[src/design/haptic_pd_force_feedback_assert.svh]
// Assertion macros for the controller file (pdff_ctrl.sv).
// Both expect clk and rst_n in scope.
`ifndef HAPTIC_PD_FORCE_FEEDBACK_ASSERT_SVH
`define HAPTIC_PD_FORCE_FEEDBACK_ASSERT_SVH

// Consequent must hold in the same cycle as the antecedent.
`define PDFF_ASSERT_NOW(label, ante, cons, msg) \
    label: assert property (@(posedge clk) disable iff (!rst_n) (ante) |-> (cons)) \
        else $error(msg);

// Consequent must hold in the cycle after the antecedent.
`define PDFF_ASSERT_NEXT(label, ante, cons, msg) \
    label: assert property (@(posedge clk) disable iff (!rst_n) (ante) |=> (cons)) \
        else $error(msg);

`endif

[src/design/pdff_pkg.sv]
package pdff_pkg;

    localparam int POS_BITS    = 24;
    localparam int ERR_BITS    = POS_BITS + 1;
    localparam int DERR_BITS   = POS_BITS + 2;
    localparam int GAIN_BITS   = 16;
    localparam int SMOOTH_BITS = 16;
    localparam int FORCE_BITS  = 32;
    localparam int NUM_AXES    = 3;
    localparam int AXIS_BITS   = $clog2(NUM_AXES);

    // Shared multiply-accumulate unit widths.
    localparam int MAC_A_BITS  = (DERR_BITS > FORCE_BITS + 1) ? DERR_BITS : FORCE_BITS + 1;
    localparam int MAC_B_BITS  = SMOOTH_BITS + 1;
    localparam int MAC_P_BITS  = MAC_A_BITS + MAC_B_BITS + 1;
    localparam int ACC_BITS    = 66;

    // The PD sum is clamped to 46 bits and fed to the filter in two halves.
    localparam int PD_BITS     = 46;
    localparam int PD_LO_BITS  = 23;
    localparam int PD_HI_BITS  = PD_BITS - PD_LO_BITS;
    localparam int ROUND_SHIFT = 24;
    localparam int SHIFT_BYTE  = 8;

    localparam logic signed [FORCE_BITS-1:0] FORCE_MIN = {1'b1, {(FORCE_BITS-1){1'b0}}};
    localparam logic signed [FORCE_BITS-1:0] FORCE_MAX = {1'b0, {(FORCE_BITS-1){1'b1}}};

    // Configuration register indexes.
    localparam int CFG_INDEX_BITS = 3;
    localparam logic [CFG_INDEX_BITS-1:0] REG_GAIN_P_X = 3'd0;
    localparam logic [CFG_INDEX_BITS-1:0] REG_GAIN_D_X = 3'd1;
    localparam logic [CFG_INDEX_BITS-1:0] REG_GAIN_P_Y = 3'd2;
    localparam logic [CFG_INDEX_BITS-1:0] REG_GAIN_D_Y = 3'd3;
    localparam logic [CFG_INDEX_BITS-1:0] REG_GAIN_P_Z = 3'd4;
    localparam logic [CFG_INDEX_BITS-1:0] REG_GAIN_D_Z = 3'd5;
    localparam logic [CFG_INDEX_BITS-1:0] REG_SMOOTHING = 3'd6;

    localparam logic [GAIN_BITS-1:0]   RESET_GAIN_P_X  = 16'd1600;
    localparam logic [GAIN_BITS-1:0]   RESET_GAIN_D_X  = 16'd4800;
    localparam logic [GAIN_BITS-1:0]   RESET_GAIN_P_Y  = 16'd1600;
    localparam logic [GAIN_BITS-1:0]   RESET_GAIN_D_Y  = 16'd4800;
    localparam logic [GAIN_BITS-1:0]   RESET_GAIN_P_Z  = 16'd2400;
    localparam logic [GAIN_BITS-1:0]   RESET_GAIN_D_Z  = 16'd9600;
    localparam logic [SMOOTH_BITS-1:0] RESET_SMOOTHING = 16'd52429;

    localparam logic OP_TICK   = 1'b0;
    localparam logic OP_BUTTON = 1'b1;

    typedef struct packed {
        logic                       operation;
        logic signed [POS_BITS-1:0] stylus_x;
        logic signed [POS_BITS-1:0] stylus_y;
        logic signed [POS_BITS-1:0] stylus_z;
        logic signed [POS_BITS-1:0] target_x;
        logic signed [POS_BITS-1:0] target_y;
        logic signed [POS_BITS-1:0] target_z;
        logic                       grey_pressed;
        logic                       white_pressed;
    } item_t;

    typedef struct packed {
        logic signed [FORCE_BITS-1:0] force_x;
        logic signed [FORCE_BITS-1:0] force_y;
        logic signed [FORCE_BITS-1:0] force_z;
        logic                         autonomous;
        logic                         test_running;
    } result_t;

    typedef struct packed {
        logic [NUM_AXES-1:0][GAIN_BITS-1:0] gain_p;
        logic [NUM_AXES-1:0][GAIN_BITS-1:0] gain_d;
        logic [SMOOTH_BITS-1:0]             smoothing;
    } cfg_t;

    typedef enum logic [1:0] {
        SH_NONE,
        SH_BYTE,
        SH_PD_HI
    } mac_shift_t;

    typedef struct packed {
        logic       issue;
        logic       clear;
        mac_shift_t shift;
    } mac_cmd_t;

endpackage

[src/design/haptic_pd_force_feedback.sv]
// Channel   | Valid         | Stall         | Payload
// ----------+---------------+---------------+---------------------------------
// item      | item_valid    | item_stall    | item   (pdff_pkg::item_t)
// result    | result_valid  | result_stall  | result (pdff_pkg::result_t)
// config    | cfg_write     | none          | cfg_index, cfg_data
//
// A tick runs nine steps per axis on one multiply-accumulate unit, then commits its
// forces and loads its result; a button event goes straight to loading its result.
// The block takes the next item in the cycle after its result is loaded.
// Reset is asynchronous and active low; it loads the default gains and clears the controller state.
// A stalled result holds the block before loading the next one.
module haptic_pd_force_feedback (
    input  logic                                  clk,
    input  logic                                  rst_n,
    input  logic                                  item_valid,
    output logic                                  item_stall,
    input  pdff_pkg::item_t                       item,
    output logic                                  result_valid,
    input  logic                                  result_stall,
    output pdff_pkg::result_t                     result,
    input  logic                                  cfg_write,
    input  logic [pdff_pkg::CFG_INDEX_BITS-1:0]   cfg_index,
    input  logic [pdff_pkg::GAIN_BITS-1:0]        cfg_data
);
    import pdff_pkg::*;

    logic [GAIN_BITS-1:0]   gain_p_reg [NUM_AXES];
    logic [GAIN_BITS-1:0]   gain_d_reg [NUM_AXES];
    logic [SMOOTH_BITS-1:0] smoothing_reg;
    cfg_t                   cfg;

    mac_cmd_t                     mac_cmd;
    logic signed [MAC_A_BITS-1:0] mac_a;
    logic [MAC_B_BITS-1:0]        mac_b;
    logic signed [ACC_BITS-1:0]   mac_acc;

    always_ff @(posedge clk or negedge rst_n)
    begin
        if (!rst_n)
        begin
            gain_p_reg[0] <= RESET_GAIN_P_X;
            gain_d_reg[0] <= RESET_GAIN_D_X;
            gain_p_reg[1] <= RESET_GAIN_P_Y;
            gain_d_reg[1] <= RESET_GAIN_D_Y;
            gain_p_reg[2] <= RESET_GAIN_P_Z;
            gain_d_reg[2] <= RESET_GAIN_D_Z;
            smoothing_reg <= RESET_SMOOTHING;
        end
        else if (cfg_write)
        begin
            case (cfg_index)
                REG_GAIN_P_X:  gain_p_reg[0] <= cfg_data;
                REG_GAIN_D_X:  gain_d_reg[0] <= cfg_data;
                REG_GAIN_P_Y:  gain_p_reg[1] <= cfg_data;
                REG_GAIN_D_Y:  gain_d_reg[1] <= cfg_data;
                REG_GAIN_P_Z:  gain_p_reg[2] <= cfg_data;
                REG_GAIN_D_Z:  gain_d_reg[2] <= cfg_data;
                REG_SMOOTHING: smoothing_reg <= SMOOTH_BITS'(cfg_data);
                default:
                begin
                end
            endcase
        end
    end

    always_comb
    begin
        for (int i = 0; i < NUM_AXES; i++)
        begin
            cfg.gain_p[i] = gain_p_reg[i];
            cfg.gain_d[i] = gain_d_reg[i];
        end
        cfg.smoothing = smoothing_reg;
    end

    pdff_ctrl u_ctrl (
        .clk          (clk),
        .rst_n        (rst_n),
        .item_valid   (item_valid),
        .item_stall   (item_stall),
        .item         (item),
        .result_valid (result_valid),
        .result_stall (result_stall),
        .result       (result),
        .cfg          (cfg),
        .mac_cmd      (mac_cmd),
        .mac_a        (mac_a),
        .mac_b        (mac_b),
        .mac_acc      (mac_acc)
    );

    pdff_mac u_mac (
        .clk   (clk),
        .rst_n (rst_n),
        .cmd   (mac_cmd),
        .a     (mac_a),
        .b     (mac_b),
        .acc   (mac_acc)
    );

endmodule

[src/design/pdff_mac.sv]
module pdff_mac (
    input  logic                                   clk,
    input  logic                                   rst_n,
    input  pdff_pkg::mac_cmd_t                     cmd,
    input  logic signed [pdff_pkg::MAC_A_BITS-1:0] a,
    input  logic        [pdff_pkg::MAC_B_BITS-1:0] b,
    output logic signed [pdff_pkg::ACC_BITS-1:0]   acc
);
    import pdff_pkg::*;

    logic signed [MAC_P_BITS-1:0] prod_reg;
    logic                         prod_valid_reg;
    logic                         prod_clear_reg;
    mac_shift_t                   prod_shift_reg;
    logic signed [ACC_BITS-1:0]   acc_reg;
    logic signed [ACC_BITS-1:0]   acc_next;
    logic signed [ACC_BITS-1:0]   prod_ext;
    logic signed [ACC_BITS-1:0]   addend;

    // Stage one: the multiply. The b operand is unsigned.
    always_ff @(posedge clk or negedge rst_n)
    begin
        if (!rst_n)
        begin
            prod_valid_reg <= 1'b0;
            prod_clear_reg <= 1'b0;
            prod_shift_reg <= SH_NONE;
        end
        else
        begin
            prod_valid_reg <= cmd.issue;
            prod_clear_reg <= cmd.clear;
            prod_shift_reg <= cmd.shift;
        end
    end

    always_ff @(posedge clk)
    begin
        prod_reg <= a * $signed({1'b0, b});
        acc_reg  <= acc_next;
    end

    // Stage two: align and accumulate.
    always_comb
    begin
        prod_ext = {{(ACC_BITS-MAC_P_BITS){prod_reg[MAC_P_BITS-1]}}, prod_reg};
        case (prod_shift_reg)
            SH_NONE:  addend = prod_ext;
            SH_BYTE:  addend = prod_ext <<< SHIFT_BYTE;
            SH_PD_HI: addend = prod_ext <<< PD_LO_BITS;
            default:  addend = prod_ext;
        endcase
        acc_next = acc_reg;
        if (prod_valid_reg)
        begin
            acc_next = (prod_clear_reg ? '0 : acc_reg) + addend;
        end
    end

    assign acc = acc_reg;

endmodule

[src/design/pdff_ctrl.sv]
`include "haptic_pd_force_feedback_assert.svh"

module pdff_ctrl (
    input  logic                                   clk,
    input  logic                                   rst_n,
    input  logic                                   item_valid,
    output logic                                   item_stall,
    input  pdff_pkg::item_t                        item,
    output logic                                   result_valid,
    input  logic                                   result_stall,
    output pdff_pkg::result_t                      result,
    input  pdff_pkg::cfg_t                         cfg,
    output pdff_pkg::mac_cmd_t                     mac_cmd,
    output logic signed [pdff_pkg::MAC_A_BITS-1:0] mac_a,
    output logic        [pdff_pkg::MAC_B_BITS-1:0] mac_b,
    input  logic signed [pdff_pkg::ACC_BITS-1:0]   mac_acc
);
    import pdff_pkg::*;

    typedef enum logic [3:0] {
        S_IDLE,
        S_PD_P,
        S_PD_D,
        S_PD_WAIT,
        S_CLAMP,
        S_LP_NEW,
        S_LP_HI,
        S_LP_OLD,
        S_LP_WAIT,
        S_ROUND,
        S_COMMIT,
        S_DONE
    } state_t;

    localparam logic [AXIS_BITS-1:0] AXIS_LAST = AXIS_BITS'(NUM_AXES - 1);
    localparam logic signed [ACC_BITS-1:0] ROUND_HALF = ACC_BITS'(1) <<< (ROUND_SHIFT - 1);
    localparam logic [MAC_B_BITS-1:0] WEIGHT_ONE = MAC_B_BITS'(2**SMOOTH_BITS);
    localparam logic signed [PD_BITS-1:0] PD_MIN = {1'b1, {(PD_BITS-1){1'b0}}};
    localparam logic signed [PD_BITS-1:0] PD_MAX = {1'b0, {(PD_BITS-1){1'b1}}};

    state_t                       state_reg;
    logic [AXIS_BITS-1:0]         axis_reg;
    logic signed [ERR_BITS-1:0]   err_reg [NUM_AXES];
    logic signed [ERR_BITS-1:0]   last_error_reg [NUM_AXES];
    logic signed [FORCE_BITS-1:0] last_force_reg [NUM_AXES];
    logic signed [FORCE_BITS-1:0] force_new_reg [NUM_AXES];
    logic signed [PD_BITS-1:0]    pd_reg;
    logic                         auto_reg;
    logic                         ref_changed_reg;
    logic                         test_reg;
    logic                         last_grey_reg;
    logic                         last_white_reg;
    logic                         result_valid_reg;
    result_t                      result_reg;

    logic signed [ERR_BITS-1:0]   err_cur;
    logic signed [DERR_BITS-1:0]  derr_cur;
    logic [MAC_B_BITS-1:0]        weight_new;
    logic signed [PD_BITS-1:0]    pd_next;
    logic signed [FORCE_BITS-1:0] force_round;
    logic                         accept;
    logic                         out_free;

    function automatic logic signed [FORCE_BITS-1:0] sat_quot(
        input logic signed [ACC_BITS-1:0] v
    );
        logic [ACC_BITS-ROUND_SHIFT-FORCE_BITS:0] upper;
        upper = v[ACC_BITS-1:ROUND_SHIFT+FORCE_BITS-1];
        if ((&upper) || (~|upper))
            return v[ROUND_SHIFT+FORCE_BITS-1:ROUND_SHIFT];
        else if (v[ACC_BITS-1])
            return FORCE_MIN;
        else
            return FORCE_MAX;
    endfunction

    function automatic logic signed [FORCE_BITS-1:0] sat_sum(
        input logic signed [FORCE_BITS-1:0] x,
        input logic signed [FORCE_BITS-1:0] y
    );
        logic signed [FORCE_BITS:0] s;
        s = (FORCE_BITS+1)'(x) + (FORCE_BITS+1)'(y);
        if (s[FORCE_BITS] == s[FORCE_BITS-1])
            return s[FORCE_BITS-1:0];
        else if (s[FORCE_BITS])
            return FORCE_MIN;
        else
            return FORCE_MAX;
    endfunction

    assign accept   = item_valid && !item_stall;
    assign out_free = !result_valid_reg || !result_stall;

    always_comb
    begin
        err_cur    = err_reg[axis_reg];
        derr_cur   = DERR_BITS'(err_cur) - DERR_BITS'(last_error_reg[axis_reg]);
        weight_new = WEIGHT_ONE - MAC_B_BITS'(cfg.smoothing);

        // Clamp the PD sum to the filter's input range.
        if ((&mac_acc[ACC_BITS-1:PD_BITS-1]) || (~|mac_acc[ACC_BITS-1:PD_BITS-1]))
            pd_next = mac_acc[PD_BITS-1:0];
        else if (mac_acc[ACC_BITS-1])
            pd_next = PD_MIN;
        else
            pd_next = PD_MAX;

        // Round half up to Q15.16; x and y stay at zero in manual mode.
        force_round = sat_quot(mac_acc + ROUND_HALF);
        if ((axis_reg != AXIS_LAST) && !auto_reg)
            force_round = '0;

        mac_cmd.issue = 1'b0;
        mac_cmd.clear = 1'b0;
        mac_cmd.shift = SH_NONE;
        mac_a         = '0;
        mac_b         = '0;
        case (state_reg)
            S_PD_P:
            begin
                mac_cmd.issue = 1'b1;
                mac_cmd.clear = 1'b1;
                mac_a         = MAC_A_BITS'(err_cur);
                mac_b         = MAC_B_BITS'(cfg.gain_p[axis_reg]);
            end
            S_PD_D:
            begin
                mac_cmd.issue = 1'b1;
                mac_a         = MAC_A_BITS'(derr_cur);
                mac_b         = MAC_B_BITS'(cfg.gain_d[axis_reg]);
            end
            S_LP_NEW:
            begin
                mac_cmd.issue = 1'b1;
                mac_cmd.clear = 1'b1;
                mac_a         = MAC_A_BITS'($signed({1'b0, pd_reg[PD_LO_BITS-1:0]}));
                mac_b         = weight_new;
            end
            S_LP_HI:
            begin
                mac_cmd.issue = 1'b1;
                mac_cmd.shift = SH_PD_HI;
                mac_a         = MAC_A_BITS'($signed(pd_reg[PD_BITS-1:PD_LO_BITS]));
                mac_b         = weight_new;
            end
            S_LP_OLD:
            begin
                mac_cmd.issue = 1'b1;
                mac_cmd.shift = SH_BYTE;
                mac_a         = MAC_A_BITS'(last_force_reg[axis_reg]);
                mac_b         = MAC_B_BITS'(cfg.smoothing);
            end
            default:
            begin
            end
        endcase
    end

    always_ff @(posedge clk or negedge rst_n)
    begin
        if (!rst_n)
        begin
            state_reg        <= S_IDLE;
            axis_reg         <= '0;
            pd_reg           <= '0;
            auto_reg         <= 1'b0;
            ref_changed_reg  <= 1'b0;
            test_reg         <= 1'b0;
            last_grey_reg    <= 1'b0;
            last_white_reg   <= 1'b0;
            result_valid_reg <= 1'b0;
            result_reg       <= '0;
            for (int i = 0; i < NUM_AXES; i++)
            begin
                err_reg[i]        <= '0;
                last_error_reg[i] <= '0;
                last_force_reg[i] <= '0;
                force_new_reg[i]  <= '0;
            end
        end
        else
        begin
            // In S_DONE the output register is reloaded instead.
            if (result_valid_reg && !result_stall && (state_reg != S_DONE))
                result_valid_reg <= 1'b0;

            case (state_reg)
                S_IDLE:
                begin
                    if (accept)
                    begin
                        axis_reg <= '0;
                        if (item.operation == OP_BUTTON)
                        begin
                            if (item.grey_pressed && !last_grey_reg)
                            begin
                                ref_changed_reg <= 1'b1;
                                auto_reg        <= !auto_reg;
                            end
                            if (item.white_pressed && !last_white_reg)
                                test_reg <= !test_reg;
                            last_grey_reg  <= item.grey_pressed;
                            last_white_reg <= item.white_pressed;
                            state_reg      <= S_DONE;
                        end
                        else
                        begin
                            err_reg[0] <= ERR_BITS'(item.target_x) - ERR_BITS'(item.stylus_x);
                            err_reg[1] <= ERR_BITS'(item.target_y) - ERR_BITS'(item.stylus_y);
                            err_reg[2] <= ERR_BITS'(item.target_z) - ERR_BITS'(item.stylus_z);
                            state_reg  <= S_PD_P;
                        end
                    end
                end
                S_PD_P:    state_reg <= S_PD_D;
                S_PD_D:    state_reg <= S_PD_WAIT;
                S_PD_WAIT: state_reg <= S_CLAMP;
                S_CLAMP:
                begin
                    pd_reg    <= pd_next;
                    state_reg <= S_LP_NEW;
                end
                S_LP_NEW:  state_reg <= S_LP_HI;
                S_LP_HI:   state_reg <= S_LP_OLD;
                S_LP_OLD:  state_reg <= S_LP_WAIT;
                S_LP_WAIT: state_reg <= S_ROUND;
                S_ROUND:
                begin
                    force_new_reg[axis_reg] <= force_round;
                    if (axis_reg == AXIS_LAST)
                        state_reg <= S_COMMIT;
                    else
                    begin
                        axis_reg  <= axis_reg + 1'b1;
                        state_reg <= S_PD_P;
                    end
                end
                S_COMMIT:
                begin
                    // After a reference change the old force is carried over once.
                    for (int i = 0; i < NUM_AXES; i++)
                    begin
                        last_error_reg[i] <= err_reg[i];
                        if (ref_changed_reg)
                            last_force_reg[i] <= sat_sum(force_new_reg[i], last_force_reg[i]);
                        else
                            last_force_reg[i] <= force_new_reg[i];
                    end
                    ref_changed_reg <= 1'b0;
                    state_reg       <= S_DONE;
                end
                S_DONE:
                begin
                    if (out_free)
                    begin
                        result_reg.force_x      <= last_force_reg[0];
                        result_reg.force_y      <= last_force_reg[1];
                        result_reg.force_z      <= last_force_reg[2];
                        result_reg.autonomous   <= auto_reg;
                        result_reg.test_running <= test_reg;
                        result_valid_reg        <= 1'b1;
                        state_reg               <= S_IDLE;
                    end
                end
                default:   state_reg <= S_IDLE;
            endcase
        end
    end

    assign item_stall   = (state_reg != S_IDLE);
    assign result_valid = result_valid_reg;
    assign result       = result_reg;

    `PDFF_ASSERT_NOW(a_axis_range, state_reg != S_IDLE, axis_reg <= AXIS_LAST, "axis out of range")
    `PDFF_ASSERT_NEXT(a_busy_after_accept, accept, state_reg != S_IDLE, "accepted item not held")
    `PDFF_ASSERT_NEXT(a_ref_cleared, state_reg == S_COMMIT, !ref_changed_reg, "reference flag kept")
    `PDFF_ASSERT_NOW(a_result_source, $rose(result_valid_reg), $past(state_reg) == S_DONE, "stray result")

endmodule

[config.mk]
export PLATFORM = sky130hd
export DESIGN_NAME = haptic_pd_force_feedback
export DESIGN_NICKNAME = d
export VERILOG_FILES = /design/src/design/pdff_pkg.sv /design/src/design/haptic_pd_force_feedback.sv /design/src/design/pdff_mac.sv /design/src/design/pdff_ctrl.sv
export VERILOG_INCLUDE_DIRS = /design/src /design/src/design
export SDC_FILE = /design/constraint.sdc
export NUM_CORES = 2
export LEC_CHECK = 0
export BUFFER_PORTS_ARGS = -buffer_cell sky130_fd_sc_hd__buf_2
export CAP_MARGIN = 15
export CORE_MARGIN = 1.5
export CORE_UTILIZATION = 58
export DETAILED_ROUTE_END_ITERATION = 7
export GPL_TIMING_DRIVEN = 0
export HOLD_SLACK_MARGIN = 0.05
export PLACE_DENSITY = 0.79
export SKIP_CTS_REPAIR_TIMING = 1
export SYNTH_ARGS = -nofsm -noshare
export SYNTH_HDL_FRONTEND = slang
export SYNTH_SLANG_ARGS = --single-unit
[constraint.sdc]
create_clock -name clk -period 11.4 [get_ports clk]
set_input_delay 1.14 -clock clk [delete_from_list [all_inputs] [get_ports clk]]
set_output_delay 1.14 -clock clk [all_outputs]
set_load 0.005 [all_outputs]
# Yosys cells after proc, flatten, opt, wreduce, memory -nomap -nowiden
# Index checks and enable logic that the tools add are counted.
[word_totals]
inputBits = 171
out_inout_bits = 100
regBits = 731
[op_classes]
n_mux = 52
n_reduce_logical = 46
eq_ne = 30
order_cmp = 3
mul = 1
addsub = 11
bitwise = 2
[op_table]
columns = ["op", "n"]
rows = [
  ["$mux 32", 15],
  ["$pmux 33 s5", 1],
  ["$pmux 66 s2", 1],
  ["$bmux 25 s2", 2],
  ["$mux 25", 4],
  ["$add 32x32->33", 3],
  ["$bwmux 96", 1],
  ["$mux 46", 2],
  ["$sub 24x24->25", 3],
  ["$pmux 17 s4", 1],
  ["$add 66x25->66 const B", 1],
  ["$add 66x66->66", 1],
  ["$mux 66", 1],
  ["$bmux 16 s2", 2],
  ["$bmux 32 s2", 1],
  ["$demux 32 s2", 1],
  ["$mul 33x18->51", 1],
  ["$pmux 4 s12", 1],
  ["$mux 16", 2],
  ["$sub 25x25->26", 1],
  ["$reduce_and 21->1", 1],
  ["$reduce_or 21->1", 1],
  ["$reduce_and 2->1", 9],
  ["$sub 17x16->17 const A", 1],
  ["other kinds (37)", 88],
]

# Longest topological paths before layout
[logic_depth]
ltp_word = 7
ltp_mapped = 44

# Cells and area by module
# From an unflattened synthesis, not the netlist that was laid out.
[hier_totals]
cells_unflattened = 7325
hier_area_um2 = 65750.6
[by_module_without_submodules]
columns = ["module", "area_per_inst_um2", "n_inst", "cells_each", "seq_area_each_um2"]
rows = [
  ["pdff_ctrl", 33898.8, 1, 3993, 12462.0],
  ["pdff_mac", 27508.9, 1, 3087, 3103.0],
  ["haptic_pd_force_feedback", 4342.9, 1, 245, 2841.5],
]

# Worst setup path before layout
# Ideal clock, no wire load.
[synth_timing]
path_type = "reg2reg"
start = "register u_ctrl.axis_reg[0]"
end = "register u_mac.prod_reg[43]"
path_buffers = 7
period_less_slack_ns = 10.881
stages_incl_launch_ff = 44
setup_ns = 0.072
t_arrival_ns = 10.809
setup_slack_ns = 0.519
cell_sequence = "dfrtp_1 > clkbuf_1 > buf_1 > clkbuf_1 > buf_1 > clkbuf_1 > mux2i_1 > o21ai_0 > ha_1 > fa_1 > nor2b_1 > o21a_1 > o21ai_1 > a31oi_1 > o31ai_1 > a211oi_1 > nor2b_1 > o21ai_1 > [... 8 more ...] > inv_1 > fa_1 > fa_1 > inv_1 > fa_1 > inv_1 > ha_1 > a21o_1 > a21o_1 > a21oi_1 > a21oi_1 > a211o_1 > a2111o_1 > o2111ai_1 > nand2_1 > a21o_1 > a21oi_1 > xnor2_1"
[synth_between]
elab_chain_cells = 7
[synth_rtl]
columns = ["item", "line_no", "text"]
rows = [
  ["start: declaration", "pdff_ctrl.sv:42", "logic [AXIS_BITS-1:0] axis_reg;"],
  ["start signal: assignment", "pdff_ctrl.sv:234", "axis_reg <= axis_reg + 1'b1;"],
  ["$not 2->3 (implied by the code)", "pdff_ctrl.sv:96, pdff_ctrl.sv:97, pdff_ctrl.sv:150", ""],
  ["$bmux 25 s2, on equally long branches", "pdff_ctrl.sv:96, pdff_ctrl.sv:97", ""],
  ["$mux 25, on equally long branches (2 in a row)", "pdff_ctrl.sv:96, pdff_ctrl.sv:97", ""],
  ["$sub 25x25->26", "pdff_ctrl.sv:97", "derr_cur = DERR_BITS'(err_cur) - DERR_BITS'(last_error_reg[axis_reg]);"],
  ["$pmux 33 s5", "pdff_ctrl.sv:118", "case (state_reg)"],
  ["$mul 33x18->51 (*)", "pdff_mac.sv:39", "prod_reg <= a * $signed({1'b0, b});"],
  ["end signal: assignment", "pdff_mac.sv:39", ""],
  ["end: declaration", "pdff_mac.sv:11", "logic signed [MAC_P_BITS-1:0] prod_reg;"],
]
# Every way passes the cells marked *; elsewhere a longest branch is shown, timed or not. The select of a mux whose other input is x is not followed.
# A chain may end at the register's enable or synchronous reset.

# Worst setup path in the final report
[layout_timing]
start = "register u_ctrl.axis_reg[0]"
end = "register u_mac.prod_reg[40]"
# Same word-level chain as after synthesis.

==> impl_metrics.env <==
export IMPL_netlist_area_um2=64620
export IMPL_crit_fanout=10
export IMPL_max_stage_delay_ns=0.65
export IMPL_core_um2=110500
export IMPL_avgSynthCellArea_um2=8.926
export IMPL_viasPerCell=6.259
export IMPL_cpMostUsedCell="fa_1"
export IMPL_setup_viol=0
export IMPL_synthTopCellsByArea="dfrtp_1, fa_1, ha_1, nand2_1, inv_1"
export IMPL_worstSetupStartpointType="register"
export IMPL_cts_sinks=731
export IMPL_synthDistinctLibCells=89
export IMPL_crit_required_ns=11.95
export IMPL_fmax_ghz=0.08835
export IMPL_root_buffer="clkbuf_16"
export IMPL_cts_max_level=3
export IMPL_drt_pass1_iter_count=8
export IMPL_vias=57430
export IMPL_ys_flop_type="dfrtp_1"
export IMPL_syn_nets=8327
export IMPL_drc=0
export IMPL_die_width_um=336.8
export IMPL_cp_end_kind="register"
export IMPL_dieArea_um2=113400
export IMPL_critPathKind="reg -> reg"
export IMPL_seq_area_frac_synth_pct=28.49
export IMPL_gr_total_overflow=0
export IMPL_synth_edff_count=66
export IMPL_yosys_warnings=0
export IMPL_hold_viol=0
export IMPL_crit_start="u_ctrl.axis_reg[0]"
export IMPL_syn_instance_count=7239
export IMPL_drtIter0Drc=6349
export IMPL_grt_pass1_wl_mm=352.4
export IMPL_die_y_um=336.8
export IMPL_grt_max_degree=130
export IMPL_setup_tns_ns=0
export IMPL_area_delta_synth_final_pct=10.51
export IMPL_num_io_pins=271
export IMPL_cts_buffers=82
export IMPL_fin_crit_sh_pct=99.28
export IMPL_clk_pin_slew_ns=0.06
export IMPL_outcome="finished clean"
export IMPL_clockBufferDepth=3
export IMPL_maxCapViolations=0
export IMPL_hpwlAfterDp_mm=189.6
export IMPL_track_usage_pct=41.82
export IMPL_cp_slowest_cell="mux2i_1"
export IMPL_arrival_ns=11.86
export IMPL_rows=122
export IMPL_ant_nets=0
export IMPL_place_congestion=1.041
export IMPL_layout_nets=8705
export IMPL_ys_ff_latch=731
export IMPL_slew_violations=0
export IMPL_insertion_delay_ns=0.69
export IMPL_layout_drive_gt1_share_pct=10.75
export IMPL_yosysTopAreaCellShare_pct=22.58
export IMPL_routed_wl_mm=235.6
export IMPL_worst_pin_slew_ns=1.288
export IMPL_antenna_found_initial=7
export IMPL_synth_largest_area_cell="dfrtp_1"
export IMPL_fin_skew_ns=0.02905
export IMPL_detail_route_wl_per_cell_um=25.67
export IMPL_largest_register_ffs=98
export IMPL_period_minus_slack_ns=11.32
export IMPL_start_util_pct=58.47
export IMPL_slew_headroom_pct=14.15
export IMPL_grt_pass1_vias=56520
export IMPL_r2r_start="u_ctrl.axis_reg[0]"
export IMPL_async_flop_share_pct=83.99
export IMPL_hold_class="in -> async"
export IMPL_cts_tree="built"
export IMPL_io_buffers=268
## worst paths after layout
check,end,slack (ns),cells past startpoint
max reg2reg,u_mac.prod_reg[40],0.08,40
min,u_ctrl.err_reg[64],0.40,1
min reg2reg,u_ctrl.result[67],0.48,2
max,u_mac.prod_reg[40],0.08,40
max in group asynchronous,cfg[67],8.52,5
min in group clk,u_ctrl.result[67],0.48,2
## stage by stage
step	utilization [%]	area, um2	cells	setup WS [ns]	hold slack, ns
2_1_floorplan	-	64620	7239	0.5185	0.4378
3_3_place_gp	61.37	67820	8995	-3.975	0.4523
3_5_place_dp	61.75	68240	9022	-3.755	0.4629
4_1_cts	64.25	71000	9170	-3.887	0.4071
5_1_grt	64.60	71390	9170	-0.009433	0.4440
6_report	64.61	71410	9175	0.08182	0.3956
## worst max-delay path: cells and delay by family (launching register included)
kind	cells	cell delay (ns)
compound gates	15	3.08
buf+inv	8	1.33
xor+xnor	2	0.49
fa+ha+maj	8	4.06
flops	1	0.38
simple gates	6	1.15
mux	1	0.65
## synth_stat cells (all sizes together) (41+ instances only)
library cell and number:
nand2 999, inv 751, dfrtp 583, nor2 572, fa 533, a21oi 448, o21ai 421, ha 384
clkbuf 306, mux2 213, a21o 208, xnor2 190, nor2b 142, mux2i 119, xor2 111, nand3 96
a211oi 71, or3 71, edfxtp 66, a22oi 63, nor3 62, o22a 59, nand2b 56, nand4 55
buf 51, dfxtp 51, o21a 47, and2 43, a31oi 41
## layout make-up
| type | count | area (um2) |
|---|---|---|
| inverter | 752 | 2823 |
| tap | 1488 | 1862 |
| multi-input combinational | 5399 | 42270 |
| clock inverter | 29 | 405.4 |
| sequential | 731 | 18410 |
| clock buffer | 119 | 2352 |
| antenna | 6 | 15.01 |
| buffer | 346 | 1489 |
| timing repair buffer | 305 | 1777 |
| fill | 9320 | 39110 |
## routing by layer
metal / vias to the layer above / track usage (%) / wire, um
li1: 25170 / - / -
met1: 28220 / 54.76 / 91210
met2: 3315 / 62.70 / 102700
met3: 712 / 11.99 / 27210
met4: 4 / 22.62 / 14420
met5: - / 0.04255 / 25
## cell usage in the layout, fill, tap and decap left out, drive strengths merged, types with 362 or more instances in the layout
cell type and instances:
clkbuf 408, o21ai 421, inv 756, a21oi 448, nand2 999, dfrtp 583, fa 533, nor2 572
ha 384, buf 362
## cell families (layout without fill, tap and decap cells)
family | Yosys count | in the layout | share of synthesized area [%]
simple gates | 2198 | 2198 | 15.07
buf+inv | 1109 | 1551 | 6.491
flops | 731 | 731 | 28.49
mux | 332 | 332 | 5.555
compound gates | 1650 | 1650 | 16.35
fa+ha+maj | 918 | 918 | 23.96
other cells | 0 | 6 | 0
xor+xnor | 301 | 301 | 4.080
Power is left out: the tool's default activity adds up to more than one toggle a clock period on the data nets, which glitch-free logic cannot reach.
